**src/sv/abd_pkg.sv**
```systemverilog
// ----------------------------------------------------------------------------
// abd_pkg
// Shared types, codes and constants of the anchor box decoder.
// ----------------------------------------------------------------------------
`default_nettype none

package abd_pkg;

  // item kinds
  localparam logic KIND_LOAD   = 1'b0;
  localparam logic KIND_DECODE = 1'b1;

  // channel codes with a meaning of their own; all others are probabilities
  localparam logic [6:0] CH_X           = 7'd0;
  localparam logic [6:0] CH_Y           = 7'd1;
  localparam logic [6:0] CH_W           = 7'd2;
  localparam logic [6:0] CH_H           = 7'd3;
  localparam logic [6:0] CH_FIRST_CLASS = 7'd4;

  // configuration register indexes
  localparam int unsigned CFG_IDX_W = 2;
  localparam logic [CFG_IDX_W-1:0] CFG_STRIDE_L0 = 2'd0;
  localparam logic [CFG_IDX_W-1:0] CFG_STRIDE_L1 = 2'd1;
  localparam logic [CFG_IDX_W-1:0] CFG_STRIDE_L2 = 2'd2;

  localparam logic [6:0] STRIDE_L0_RST = 7'd8;
  localparam logic [6:0] STRIDE_L1_RST = 7'd16;
  localparam logic [6:0] STRIDE_L2_RST = 7'd32;

  // anchor entry: width in the low half, height in the high half
  localparam int unsigned ENTRY_W = 32;

  // Q14.8 output range
  localparam int unsigned VAL_W = 23;
  localparam logic signed [25:0] OUT_MAX = 26'sd4194303;
  localparam logic signed [25:0] OUT_MIN = -26'sd4194304;

  typedef enum logic [1:0] {
    OP_POS,
    OP_WIDTH,
    OP_HEIGHT,
    OP_PROB
  } op_t;

  // piecewise linear sigmoid, Q8.8 in, Q0.8 out (0..256)
  function automatic logic [8:0] sigmoid_q8(input logic signed [15:0] x);
    logic [15:0] a;
    logic [8:0]  f;
    a = x[15] ? 16'(-32'(x)) : 16'(x);
    if (a < 16'd256)
      f = 9'(a >> 2) + 9'd128;
    else if (a < 16'd608)
      f = 9'(a >> 3) + 9'd160;
    else if (a < 16'd1280)
      f = 9'(a >> 5) + 9'd216;
    else
      f = 9'd256;
    return x[15] ? (9'd256 - f) : f;
  endfunction

endpackage

`default_nettype wire

```
**src/sv/abd_ram.sv**
```systemverilog
// ----------------------------------------------------------------------------
// abd_ram
// Generic single-write, single-read synchronous RAM with registered read.
// ----------------------------------------------------------------------------
`default_nettype none

module abd_ram #(
  parameter int WIDTH = 32,
  parameter int DEPTH = 9,
  localparam int AW = (DEPTH > 1) ? $clog2(DEPTH) : 1
) (
  input  wire logic             clk,
  input  wire logic             wr_en,
  input  wire logic [AW-1:0]    wr_addr,
  input  wire logic [WIDTH-1:0] wr_data,
  input  wire logic             rd_en,
  input  wire logic [AW-1:0]    rd_addr,
  output logic      [WIDTH-1:0] rd_data
);

  logic [WIDTH-1:0] mem [DEPTH];

  always_ff @(posedge clk) begin
    if (wr_en) begin
      mem[wr_addr] <= wr_data;
    end
    if (rd_en) begin
      rd_data <= mem[rd_addr];
    end
  end

endmodule

`default_nettype wire

```
**src/sv/anchor_box_decode_top.sv**
```systemverilog
// ----------------------------------------------------------------------------
// anchor_box_decode_top
// Decodes detection head logits into box coordinates, sizes and probabilities.
// ----------------------------------------------------------------------------
// Usage:
//   Input channel (in_valid / in_stall) carries one item per transfer. A load
//   item writes the anchor width and height of one level and anchor into the
//   anchor RAM and gives no result. A decode item gives one result on the
//   output channel (out_valid / out_stall); an item whose level or anchor is
//   beyond the table gives nothing.
//   Throughput: one item per cycle while in_stall is low. Each decode goes
//   through sigmoid and squaring, anchor RAM read and multiply, rounding
//   and clipping into the output register.
//   The anchor RAM has one write and one read port, both used at the input
//   transfer, so a load is seen by every later decode without forwarding.
//   When the receiver stalls, the output register holds and one more result
//   drops into a skid register; in_stall then rises until the skid drains.
//   Reset sets the strides to 8, 16 and 32 and empties the pipeline; the
//   anchor RAM is not cleared and an entry must be loaded before a width or
//   height channel decodes it. Strides are written on cfg_wr_en; the user
//   must do so only while idle, as the block does not enforce it.
// ----------------------------------------------------------------------------
`default_nettype none

module anchor_box_decode_top
  import abd_pkg::*;
#(
  parameter int LEVELS            = 3,
  parameter int ANCHORS_PER_LEVEL = 3,
  parameter int GRID_SIZE         = 256
) (
  input  wire logic                 clk,
  input  wire logic                 rst_n,
  // configuration
  input  wire logic                 cfg_wr_en,
  input  wire logic [CFG_IDX_W-1:0] cfg_index,
  input  wire logic [6:0]           cfg_wr_data,
  // input channel
  input  wire logic                 in_valid,
  output logic                      in_stall,
  input  wire logic                 in_kind,
  input  wire logic [1:0]           in_level,
  input  wire logic [1:0]           in_anchor_index,
  input  wire logic [7:0]           in_cell_x,
  input  wire logic [7:0]           in_cell_y,
  input  wire logic [6:0]           in_channel,
  input  wire logic signed [15:0]   in_logit,
  input  wire logic [15:0]          in_anchor_width,
  input  wire logic [15:0]          in_anchor_height,
  // result channel
  output logic                      out_valid,
  input  wire logic                 out_stall,
  output logic [6:0]                out_channel_out,
  output logic signed [VAL_W-1:0]   out_decoded_value,
  output logic                      out_saturated
);

  localparam int DEPTH = LEVELS * ANCHORS_PER_LEVEL;
  localparam int AW    = (DEPTH > 1) ? $clog2(DEPTH) : 1;
  localparam logic [10:0] CELL_MAX = 11'(GRID_SIZE - 1);

  // ---------------------------------------------------------------- config
  logic [6:0] stride_l0_r, stride_l1_r, stride_l2_r;

  always_ff @(posedge clk) begin
    if (!rst_n) begin
      stride_l0_r <= STRIDE_L0_RST;
      stride_l1_r <= STRIDE_L1_RST;
      stride_l2_r <= STRIDE_L2_RST;
    end else if (cfg_wr_en) begin
      unique case (cfg_index)
        CFG_STRIDE_L0: stride_l0_r <= cfg_wr_data;
        CFG_STRIDE_L1: stride_l1_r <= cfg_wr_data;
        CFG_STRIDE_L2: stride_l2_r <= cfg_wr_data;
        default: ;
      endcase
    end
  end

  // ------------------------------------------------------------ stage 0
  logic            skid_valid_r;
  logic            advance;
  logic            accept;
  logic            in_range;
  logic [3:0]      slot_full;
  logic [AW-1:0]   slot;
  op_t             op;
  logic [7:0]      cell_raw;
  logic [7:0]      cell_sel;
  logic [8:0]      sig;
  logic [9:0]      two_s;
  logic [6:0]      stride;
  logic signed [17:0] pos_base;
  logic [ENTRY_W-1:0] anchor_rd;

  assign advance  = !skid_valid_r;
  assign in_stall = skid_valid_r;
  assign accept   = in_valid && !in_stall;

  assign in_range  = (32'(in_level) < LEVELS) && (32'(in_anchor_index) < ANCHORS_PER_LEVEL);
  assign slot_full = {2'b00, in_level} * 4'(ANCHORS_PER_LEVEL) + {2'b00, in_anchor_index};
  assign slot      = AW'(slot_full);

  always_comb begin
    unique case (in_channel) inside
      CH_X, CH_Y: op = OP_POS;
      CH_W:       op = OP_WIDTH;
      CH_H:       op = OP_HEIGHT;
      default:    op = OP_PROB;
    endcase
  end

  always_comb begin
    unique case (in_level)
      2'd0:    stride = stride_l0_r;
      2'd1:    stride = stride_l1_r;
      default: stride = stride_l2_r;
    endcase
  end

  assign cell_raw = (in_channel == CH_X) ? in_cell_x : in_cell_y;
  assign cell_sel = ({3'b000, cell_raw} > CELL_MAX) ? CELL_MAX[7:0] : cell_raw;
  assign sig      = sigmoid_q8(in_logit);
  assign two_s    = {sig, 1'b0};
  // 2s - 0.5 + cell, all in Q.8
  assign pos_base = $signed({2'b00, cell_sel, 8'h00}) + $signed({8'h00, two_s}) - 18'sd128;

  abd_ram #(
    .WIDTH (ENTRY_W),
    .DEPTH (DEPTH)
  ) u_anchor_ram (
    .clk     (clk),
    .wr_en   (accept && in_range && (in_kind == KIND_LOAD)),
    .wr_addr (slot),
    .wr_data ({in_anchor_height, in_anchor_width}),
    .rd_en   (accept),
    .rd_addr (slot),
    .rd_data (anchor_rd)
  );

  // ------------------------------------------------------------ stage 1
  logic               s1_valid_r, s1_valid_nxt;
  op_t                s1_op_r;
  logic [6:0]         s1_channel_r;
  logic [8:0]         s1_sig_r;
  logic [18:0]        s1_sq_r;
  logic signed [17:0] s1_base_r;
  logic [6:0]         s1_stride_r;

  assign s1_valid_nxt = advance ? (accept && in_range && (in_kind == KIND_DECODE))
                                : s1_valid_r;

  always_ff @(posedge clk) begin
    if (advance) begin
      s1_op_r      <= op;
      s1_channel_r <= in_channel;
      s1_sig_r     <= sig;
      s1_sq_r      <= 19'(two_s * two_s);
      s1_base_r    <= pos_base;
      s1_stride_r  <= stride;
    end
  end

  logic [15:0] size;
  assign size = (s1_op_r == OP_HEIGHT) ? anchor_rd[31:16] : anchor_rd[15:0];

  // ------------------------------------------------------------ stage 2
  logic               s2_valid_r, s2_valid_nxt;
  op_t                s2_op_r;
  logic [6:0]         s2_channel_r;
  logic [8:0]         s2_sig_r;
  logic signed [25:0] s2_pos_r;
  logic [34:0]        s2_size_r;

  assign s2_valid_nxt = advance ? s1_valid_r : s2_valid_r;

  always_ff @(posedge clk) begin
    if (advance) begin
      s2_op_r      <= s1_op_r;
      s2_channel_r <= s1_channel_r;
      s2_sig_r     <= s1_sig_r;
      s2_pos_r     <= s1_base_r * $signed({1'b0, s1_stride_r});
      s2_size_r    <= 35'(s1_sq_r * size);
    end
  end

  // round Q.20 to Q.8, half up, then clip
  logic [35:0]        size_rnd;
  logic signed [25:0] val;
  logic signed [25:0] val_clip;
  logic               val_sat;

  assign size_rnd = {1'b0, s2_size_r} + 36'd2048;

  always_comb begin
    case (s2_op_r)
      OP_POS:              val = s2_pos_r;
      OP_WIDTH, OP_HEIGHT: val = $signed({2'b00, size_rnd[35:12]});
      default:             val = $signed({17'h0, s2_sig_r});
    endcase
    val_sat  = 1'b1;
    if (val > OUT_MAX)
      val_clip = OUT_MAX;
    else if (val < OUT_MIN)
      val_clip = OUT_MIN;
    else begin
      val_clip = val;
      val_sat  = 1'b0;
    end
  end

  // ----------------------------------------------------- output and skid
  logic                    out_valid_r, out_valid_nxt;
  logic                    skid_valid_nxt;
  logic [6:0]              out_channel_r, skid_channel_r;
  logic signed [VAL_W-1:0] out_value_r, skid_value_r;
  logic                    out_sat_r, skid_sat_r;
  logic                    out_free;

  assign out_free = !out_valid_r || !out_stall;

  always_comb begin
    out_valid_nxt  = out_valid_r;
    skid_valid_nxt = skid_valid_r;
    if (out_free) begin
      out_valid_nxt  = skid_valid_r || s2_valid_r;
      skid_valid_nxt = 1'b0;
    end else if (s2_valid_r && advance) begin
      skid_valid_nxt = 1'b1;
    end
  end

  always_ff @(posedge clk) begin
    if (out_free) begin
      if (skid_valid_r) begin
        out_channel_r <= skid_channel_r;
        out_value_r   <= skid_value_r;
        out_sat_r     <= skid_sat_r;
      end else begin
        out_channel_r <= s2_channel_r;
        out_value_r   <= val_clip[VAL_W-1:0];
        out_sat_r     <= val_sat;
      end
    end else if (advance) begin
      // hold the output, park the next result
      skid_channel_r <= s2_channel_r;
      skid_value_r   <= val_clip[VAL_W-1:0];
      skid_sat_r     <= val_sat;
    end
  end

  always_ff @(posedge clk) begin
    if (!rst_n) begin
      s1_valid_r   <= 1'b0;
      s2_valid_r   <= 1'b0;
      out_valid_r  <= 1'b0;
      skid_valid_r <= 1'b0;
    end else begin
      s1_valid_r   <= s1_valid_nxt;
      s2_valid_r   <= s2_valid_nxt;
      out_valid_r  <= out_valid_nxt;
      skid_valid_r <= skid_valid_nxt;
    end
  end

  assign out_valid         = out_valid_r;
  assign out_channel_out   = out_channel_r;
  assign out_decoded_value = out_value_r;
  assign out_saturated     = out_sat_r;

endmodule

`default_nettype wire

```
**config.mk**
```make
export PLATFORM = sky130hd
export DESIGN_NAME = anchor_box_decode_top
export DESIGN_NICKNAME = d
export VERILOG_FILES = /design/src/sv/abd_pkg.sv /design/src/sv/abd_ram.sv /design/src/sv/anchor_box_decode_top.sv
export SDC_FILE = /design/constraint.sdc
export NUM_CORES = 2
export LEC_CHECK = 0
export ABC_AREA = 1
export ABC_CLOCK_PERIOD_IN_PS = 17800
export BUFFER_PORTS_ARGS = -buffer_cell sky130_fd_sc_hd__buf_2
export CAP_MARGIN = 40
export CORE_UTILIZATION = 25
export CTS_CLUSTER_SIZE = 12
export DETAILED_ROUTE_END_ITERATION = 12
export REMOVE_ABC_BUFFERS = 1
export SLEW_MARGIN = 20
export SYNTH_ARGS = -nofsm -noshare
export SYNTH_HDL_FRONTEND = slang
export SYNTH_SLANG_ARGS = --single-unit
```
**constraint.sdc**
```tcl
create_clock -name clk -period 17.8 [get_ports clk]
set_clock_uncertainty 0.2 [all_clocks]
set_input_delay 3.56 -clock clk [delete_from_list [all_inputs] [get_ports clk]]
set_output_delay 3.56 -clock clk [all_outputs]
set_load 0.005 [all_outputs]
```
Word-level counts from Yosys, hierarchy flattened --
Memories as Yosys holds them, arrays and structs flattened. A register that Yosys moved wholly into a read port is not among the register bits. Cells that the tools add are included.
Word-level totals: logic and storage cells 96, memories 1, output and inout bits 33, register bits after elaboration 226, bits of input ports 90, bits in writable memories 288
Cells by class: multipliers 4, mux-type cells 19, reductions and logical operators 21, equality and inequality tests 9, add/sub/neg operators 9, order comparisons 7, bitwise logic cells 2
Memory list:
- u_anchor_ram.mem | depth 9, width 32, read ports 1, clocked after memory_dff 1, write ports 1, line abd_ram.sv:21 | logic [WIDTH-1:0] mem [DEPTH];
Operator list (count):
- 2-to-1 mux 23 bit | 3
- one-hot mux 26 bit (2 select lines) | 1
- adder 35 x 12 -> 36 bit (second input constant) | 1
- 2-to-1 mux 9 bit | 4
- multiplier 17 x 16 -> 33 bit | 1
- 2-to-1 mux 16 bit | 2
- adder 9 x 8 -> 9 bit (second input constant) | 3
- greater-than comparator 26 x 23 -> 1 bit (second input constant) | 1
- less-than comparator 26 x 23 -> 1 bit (second input constant) | 1
- multiplier 18 x 8 -> 26 bit | 1
- subtractor 17 x 8 -> 18 bit (second input constant) | 1
- adder 16 x 10 -> 17 bit | 1
- multiplier 9 x 9 -> 17 bit | 1
- less-than comparator 16 x 10 -> 1 bit (second input constant) | 1
- less-than comparator 16 x 11 -> 1 bit (second input constant) | 1
- less-than comparator 16 x 9 -> 1 bit (second input constant) | 1
- negator 16 bit | 1
- == test 7 x 2 -> 1 bit (second input constant) | 2
- one-hot mux 7 bit (2 select lines) | 1
- subtractor 9 bit (first input constant) | 1
- 2-to-1 mux 8 bit | 1
- == test 7 x 1 -> 1 bit (second input constant) | 1
- logical NOT 7 bit | 1
- 2-to-1 mux 7 bit | 1
- other kinds (14) | 38

Depth between registers and ports, before layout --
depth in word-level cells 10, depth in mapped cells 45

Cells and area by module --
From an unflattened synthesis, not the netlist that was laid out.
Second synthesis, totals: cell total of the unflattened synthesis 3924, area, all modules 37108.1 um2
By module, submodules not included:
- anchor_box_decode_top | cells each 2757, instances 1, area each 23996.8 um2
- abd_ram | cells each 1167, instances 1, area each 13111.3 um2

Least setup slack after synthesis --
Ideal clock, no wire load.
path kind input -> register, from in in_logit[1], to reg s1_sq_r[18] (data pin), cell stages on the path 37, library setup time 0.260 ns, path buffers 1, arrival 9.562 ns, path slack 7.777 ns, cell sequence nor2_4 nand2_2 nor2_4 nand2_1 nand2_1 xor2_1 inv_1 ha_1 nand3_1 nor2_1 nand2_2 buf_6 clkinv_4 nand3_1 nand2_1 inv_1 nor3_1 or3_1 nand2_2 nor2_1 fa_1 fa_1 inv_1 fa_1 fa_1 inv_1 ha_1 a21oi_1 o221ai_1 a21o_1 a21oi_1 o21ai_0 a21oi_1 nor2_1 nor2_1 xor2_1 xor2_1
Between the ends: longest elaborated chain between the ends 9, elaborated cells between the ends (all ways) 14, classes of those cells add/sub (5); mul (1); order compare (3); mux (5)
RTL lines:
- start, declared | line anchor_box_decode_top.sv:47 | input wire logic signed [15:0] in_logit,
- negator 16 bit | line abd_pkg.sv:49 | a = x[15] ? 16'(-32'(x)) : 16'(x);
- 2-to-1 mux 16 bit * | line abd_pkg.sv:49
- less-than comparator 16 x 11 -> 1 bit or adder 9 x 8 -> 9 bit (tied branches) | line abd_pkg.sv:54, abd_pkg.sv:55
- 2-to-1 mux 9 bit | line abd_pkg.sv:54 | else if (a < 16'd1280)
- 2-to-1 mux 9 bit | line abd_pkg.sv:52 | else if (a < 16'd608)
- 2-to-1 mux 9 bit * | line abd_pkg.sv:50 | if (a < 16'd256)
- subtractor 9 bit | line abd_pkg.sv:58 | return x[15] ? (9'd256 - f) : f;
- 2-to-1 mux 9 bit * | line abd_pkg.sv:58
- multiplier 9 x 9 -> 17 bit * | line anchor_box_decode_top.sv:158 | s1_sq_r <= 19'(two_s * two_s);
- end signal, assigned | line anchor_box_decode_top.sv:158
- end, declared | line anchor_box_decode_top.sv:146 | logic [18:0] s1_sq_r;
Mark *: on every way between the ends. The rest lies on a longest branch, timed or not. A chain may end at the register's enable or synchronous reset.

Final worst setup path --
from in in_logit[15], to reg s1_sq_r[18] (data pin)
Between the ends: longest elaborated chain between the ends 9, elaborated cells between the ends (all ways) 14, classes of those cells add/sub (5); mul (1); order compare (3); mux (5)
RTL lines (line):
- negator 16 bit | abd_pkg.sv:49
- 2-to-1 mux 16 bit | abd_pkg.sv:49
- less-than comparator 16 x 11 -> 1 bit | abd_pkg.sv:54
- 2-to-1 mux 9 bit | abd_pkg.sv:54
- 2-to-1 mux 9 bit | abd_pkg.sv:52
- 2-to-1 mux 9 bit | abd_pkg.sv:50
- subtractor 9 bit | abd_pkg.sv:58
- 2-to-1 mux 9 bit * | abd_pkg.sv:58
- multiplier 9 x 9 -> 17 bit * | anchor_box_decode_top.sv:158
Marked as above.

==> results_dict.tcl <==
set metrics [dict create \
    num_vias 24210 \
    seq_area_frac_synth 0.4350 \
    port_buffers 122 \
    post-cts-setup-buffers 0 \
    power.density_nw_per_um2 182.2 \
    nets 4211 \
    cts_repair_resize_count 0 \
    start_kind "input pin" \
    drt_iter0_drc 1782 \
    grt_max_degree 56 \
    synth_flop_cell "edfxtp_1" \
    yosys.area_share.xor_xnor 0.02119 \
    core_area_um2 141600 \
    outcome "completed" \
    r2r-start "s1_op_r[1]$_SDFFCE_PN1N_" \
    r2r_end "s2_size_r[31]$_DFFE_PN_" \
    slew_headroom 0.4153 \
    row_count 138 \
    wirelength_mm 88.17 \
    period_minus_slack_ns 10.46 \
    cp-end-kind "flop" \
    hold_viol 0 \
    dieArea_um2 144200 \
    synthAdderAreaFrac 0.2534 \
    cp_max_fo 27 \
    synth_warnings 0 \
    die_h_um 379.7 \
    track_usage 0.1228 \
    hold_start "s1_channel_r[2]$_DFFE_PN_" \
    cp_slowest_cell "fa_1" \
    rsz0062_at_grt "false" \
    fin_cells 5520 \
    peakVddDrop_uv 205.6 \
    synth_edf_count 500 \
    crit_top_cell "inv_1" \
    hp-class "reg2reg" \
    wl_per_cell_um 15.97 \
    clock_path_buffers 3 \
    cts-root-buf "clkbuf_16" \
    cts_buffers 56 \
    rr_worst_depth 31 \
    slew_viol_final 0 \
    cts.sink_count 525 \
    worst_pin_slew_ns 0.8703 \
    yosys.area.top_type_share 0.4209 \
    vias_per_cell 4.386 \
    post_synth.cell_area_avg_um2 10.30 \
    ff_latch_area_um2 15510 \
    syn_area_um2 35670 \
    total_power_uw 7376 \
    place_congestion 0.8710 \
    r2r_setup_slack_ns 9.60 \
    setup_tns_ns 0 \
    worstHoldPathCells 0 \
    grt_pass1_vias 24940 \
    multi_input_comb_area_um2 17230 \
    synth.area.mux_share 0.0008419 \
    start_util 0.2519 \
    tritoncts "built" \
    setup_viol 0 \
    synthTopCellsByArea "edfxtp_1 42%, fa_1 18%, ha_1 7.4%" \
    die_w_um 379.7 \
    drive_gt1_frac 0.09592 \
    fin_crit_sh 0.5875 \
    min_to "s2_channel_r[2]$_DFFE_PN_" \
    ant_nets 0 \
    htreeDepth 2 \
    place_inst 5417 \
    clkSlewWorstSetupHoldPaths_ns 0.06 \
    drt_first_pass_iters 5 \
    final_cell_area_um2 40490 \
    synth_top_family_by_area "adder cells" \
    drc 0 \
    async_flop_share 0 \
    dp_hpwl_mm 62.89 \
    cap_violations 0 \
    arrival_ns 10.63 \
    ios 123 \
    clock.fmax_mhz 95.62 \
    crit_type "in2reg" \
    synthSimpleGateAreaFrac 0.1382 \
    fillers 14820 \
    yosysUniqueCellTypes 65 \
    insertion_delay_ns 0.65 \
    antenna_found_initial 14 \
    critPathMaxStageDelay_ns 0.55 \
    synth-compound-area-share 0.06725 \
    area_growth_syn_to_layout_pct 13.51 \
    grt_pass1_wl_mm 140.5 \
    gr-total-overflow 0 \
    yosysTopAreaCell "edfxtp_1" \
    p_leak_uw 0.01791 \
    synthCells 3462 \
    ys_ff_latch 525 \
    cp.required_ns 17.97 \
    cts_hold_buf 0 \
    place_area_um2 38690 \
]
[how the worst max path moves through the flow]
stage,slack (ns),startpoint,endpoint
floorplan,7.67,in_logit[1],s1_sq_r[18]$_DFFE_PN_
global placement,6.84,in_logit[15],s1_sq_r[18]$_DFFE_PN_
detailed placement,6.71,in_logit[15],s1_sq_r[18]$_DFFE_PN_
CTS,7.35,in_logit[15],s1_sq_r[18]$_DFFE_PN_
global route,6.75,in_logit[15],s1_sq_r[18]$_DFFE_PN_
finish,7.34,in_logit[15],s1_sq_r[18]$_DFFE_PN_
[stage by stage]
stage | hold WS [ns] | setup WS, ns | utilization
global route | 0.2224 | 6.750 | 0.2859
CTS | 0.2189 | 7.348 | 0.2855
global placement | 0.2005 | 6.844 | 0.2727
detailed placement | 0.2061 | 6.706 | 0.2732
finish | 0.2171 | 7.342 | 0.2859
floorplan | 0.2003 | 7.666 | -
[cell families after synthesis]
kind of cell | after synthesis
adder cells (fa/ha/maj) | 531
XOR/XNOR | 82
AO/OA/AOI/OAI | 382
multiplexers | 3
AND/OR/NAND/NOR | 1150
buffers and inverters | 789
flip-flops | 525
[critical path: cells and delay by family]
kind	cells	cell delay, ns
AOI/OAI and AO/OA	6	1.09
xor gates and xnor gates	2	0.28
adders and majority gates	6	2.50
buffers and inverters	6	0.76
and+or+nand+nor	15	2.40
[cell usage in the layout, fill, tap and decap left out, drive strengths merged, types with 32 or more instances in the layout]
cell type  synthesis  layout
a221o             32      32
buf               18     166
xor2              50      50
edfxtp           500     500
xnor2             32      32
fa               319     319
inv              680     683
nor2             295     295
a21oi            143     143
o21ai             89      89
nand3             56      56
a22oi             71      71
nand2            686     686
ha               212     212
nand4             56      56
clkbuf            79      77
[flip-flops by register name (all words and copies together), names as in the netlist, 9 cells and up]
register	flops
u_anchor_ram.mem	288
u_anchor_ram.rd_data	32
s2_pos_r	25
s2_size_r	24
out_decoded_value	23
skid_value_r	23
s1_sq_r	15
s1_base_r	11
s1_sig_r	9
s2_sig_r	9
[where the power goes]
part | internal (µW) | leakage [µW] | switching (µW)
logic | 1690 | 0.0120 | 2770
registers | 1660 | 0.00508 | 147
clock network | 624 | 0.000825 | 491
total | 3970 | 0.0179 | 3400
[cell type report]
type,count,area share
Clock inverter,20,0.005655
Multi-Input combinational cell,2148,0.4257
Antenna cell,2,0.0001236
Inverter,692,0.06456
Timing Repair Buffer,167,0.02516
Tap cell,1890,0.05841
Sequential cell,525,0.3832
Clock buffer,76,0.03721
[routing by layer]
layer,track usage,part of all wire,up-vias
li1,-,-,11440
met1,0.1613,0.44,12000
met2,0.2106,0.49,634
met3,0.02036,0.058,127
met4,0.02696,0.018,10
met5,0,0.00069,-
[synthesized netlist by cell type (10+ instances only)]
cell type,n
nor2_1,281
inv_2,12
nand2_2,20
a22oi_1,71
nand2_1,657
ha_1,212
nand3_1,45
nor3_1,14
clkbuf_1,79
o21ai_1,12
nand3_2,10
or2_2,16
nand4_1,56
edfxtp_1,500
o21ai_0,75
a21oi_1,142
fa_1,319
buf_1,10
xnor2_1,32
inv_1,666
dfxtp_1,25
xor2_1,48
a221o_1,32
clkinv_1,11
Power figures use the tool's default switching activity.
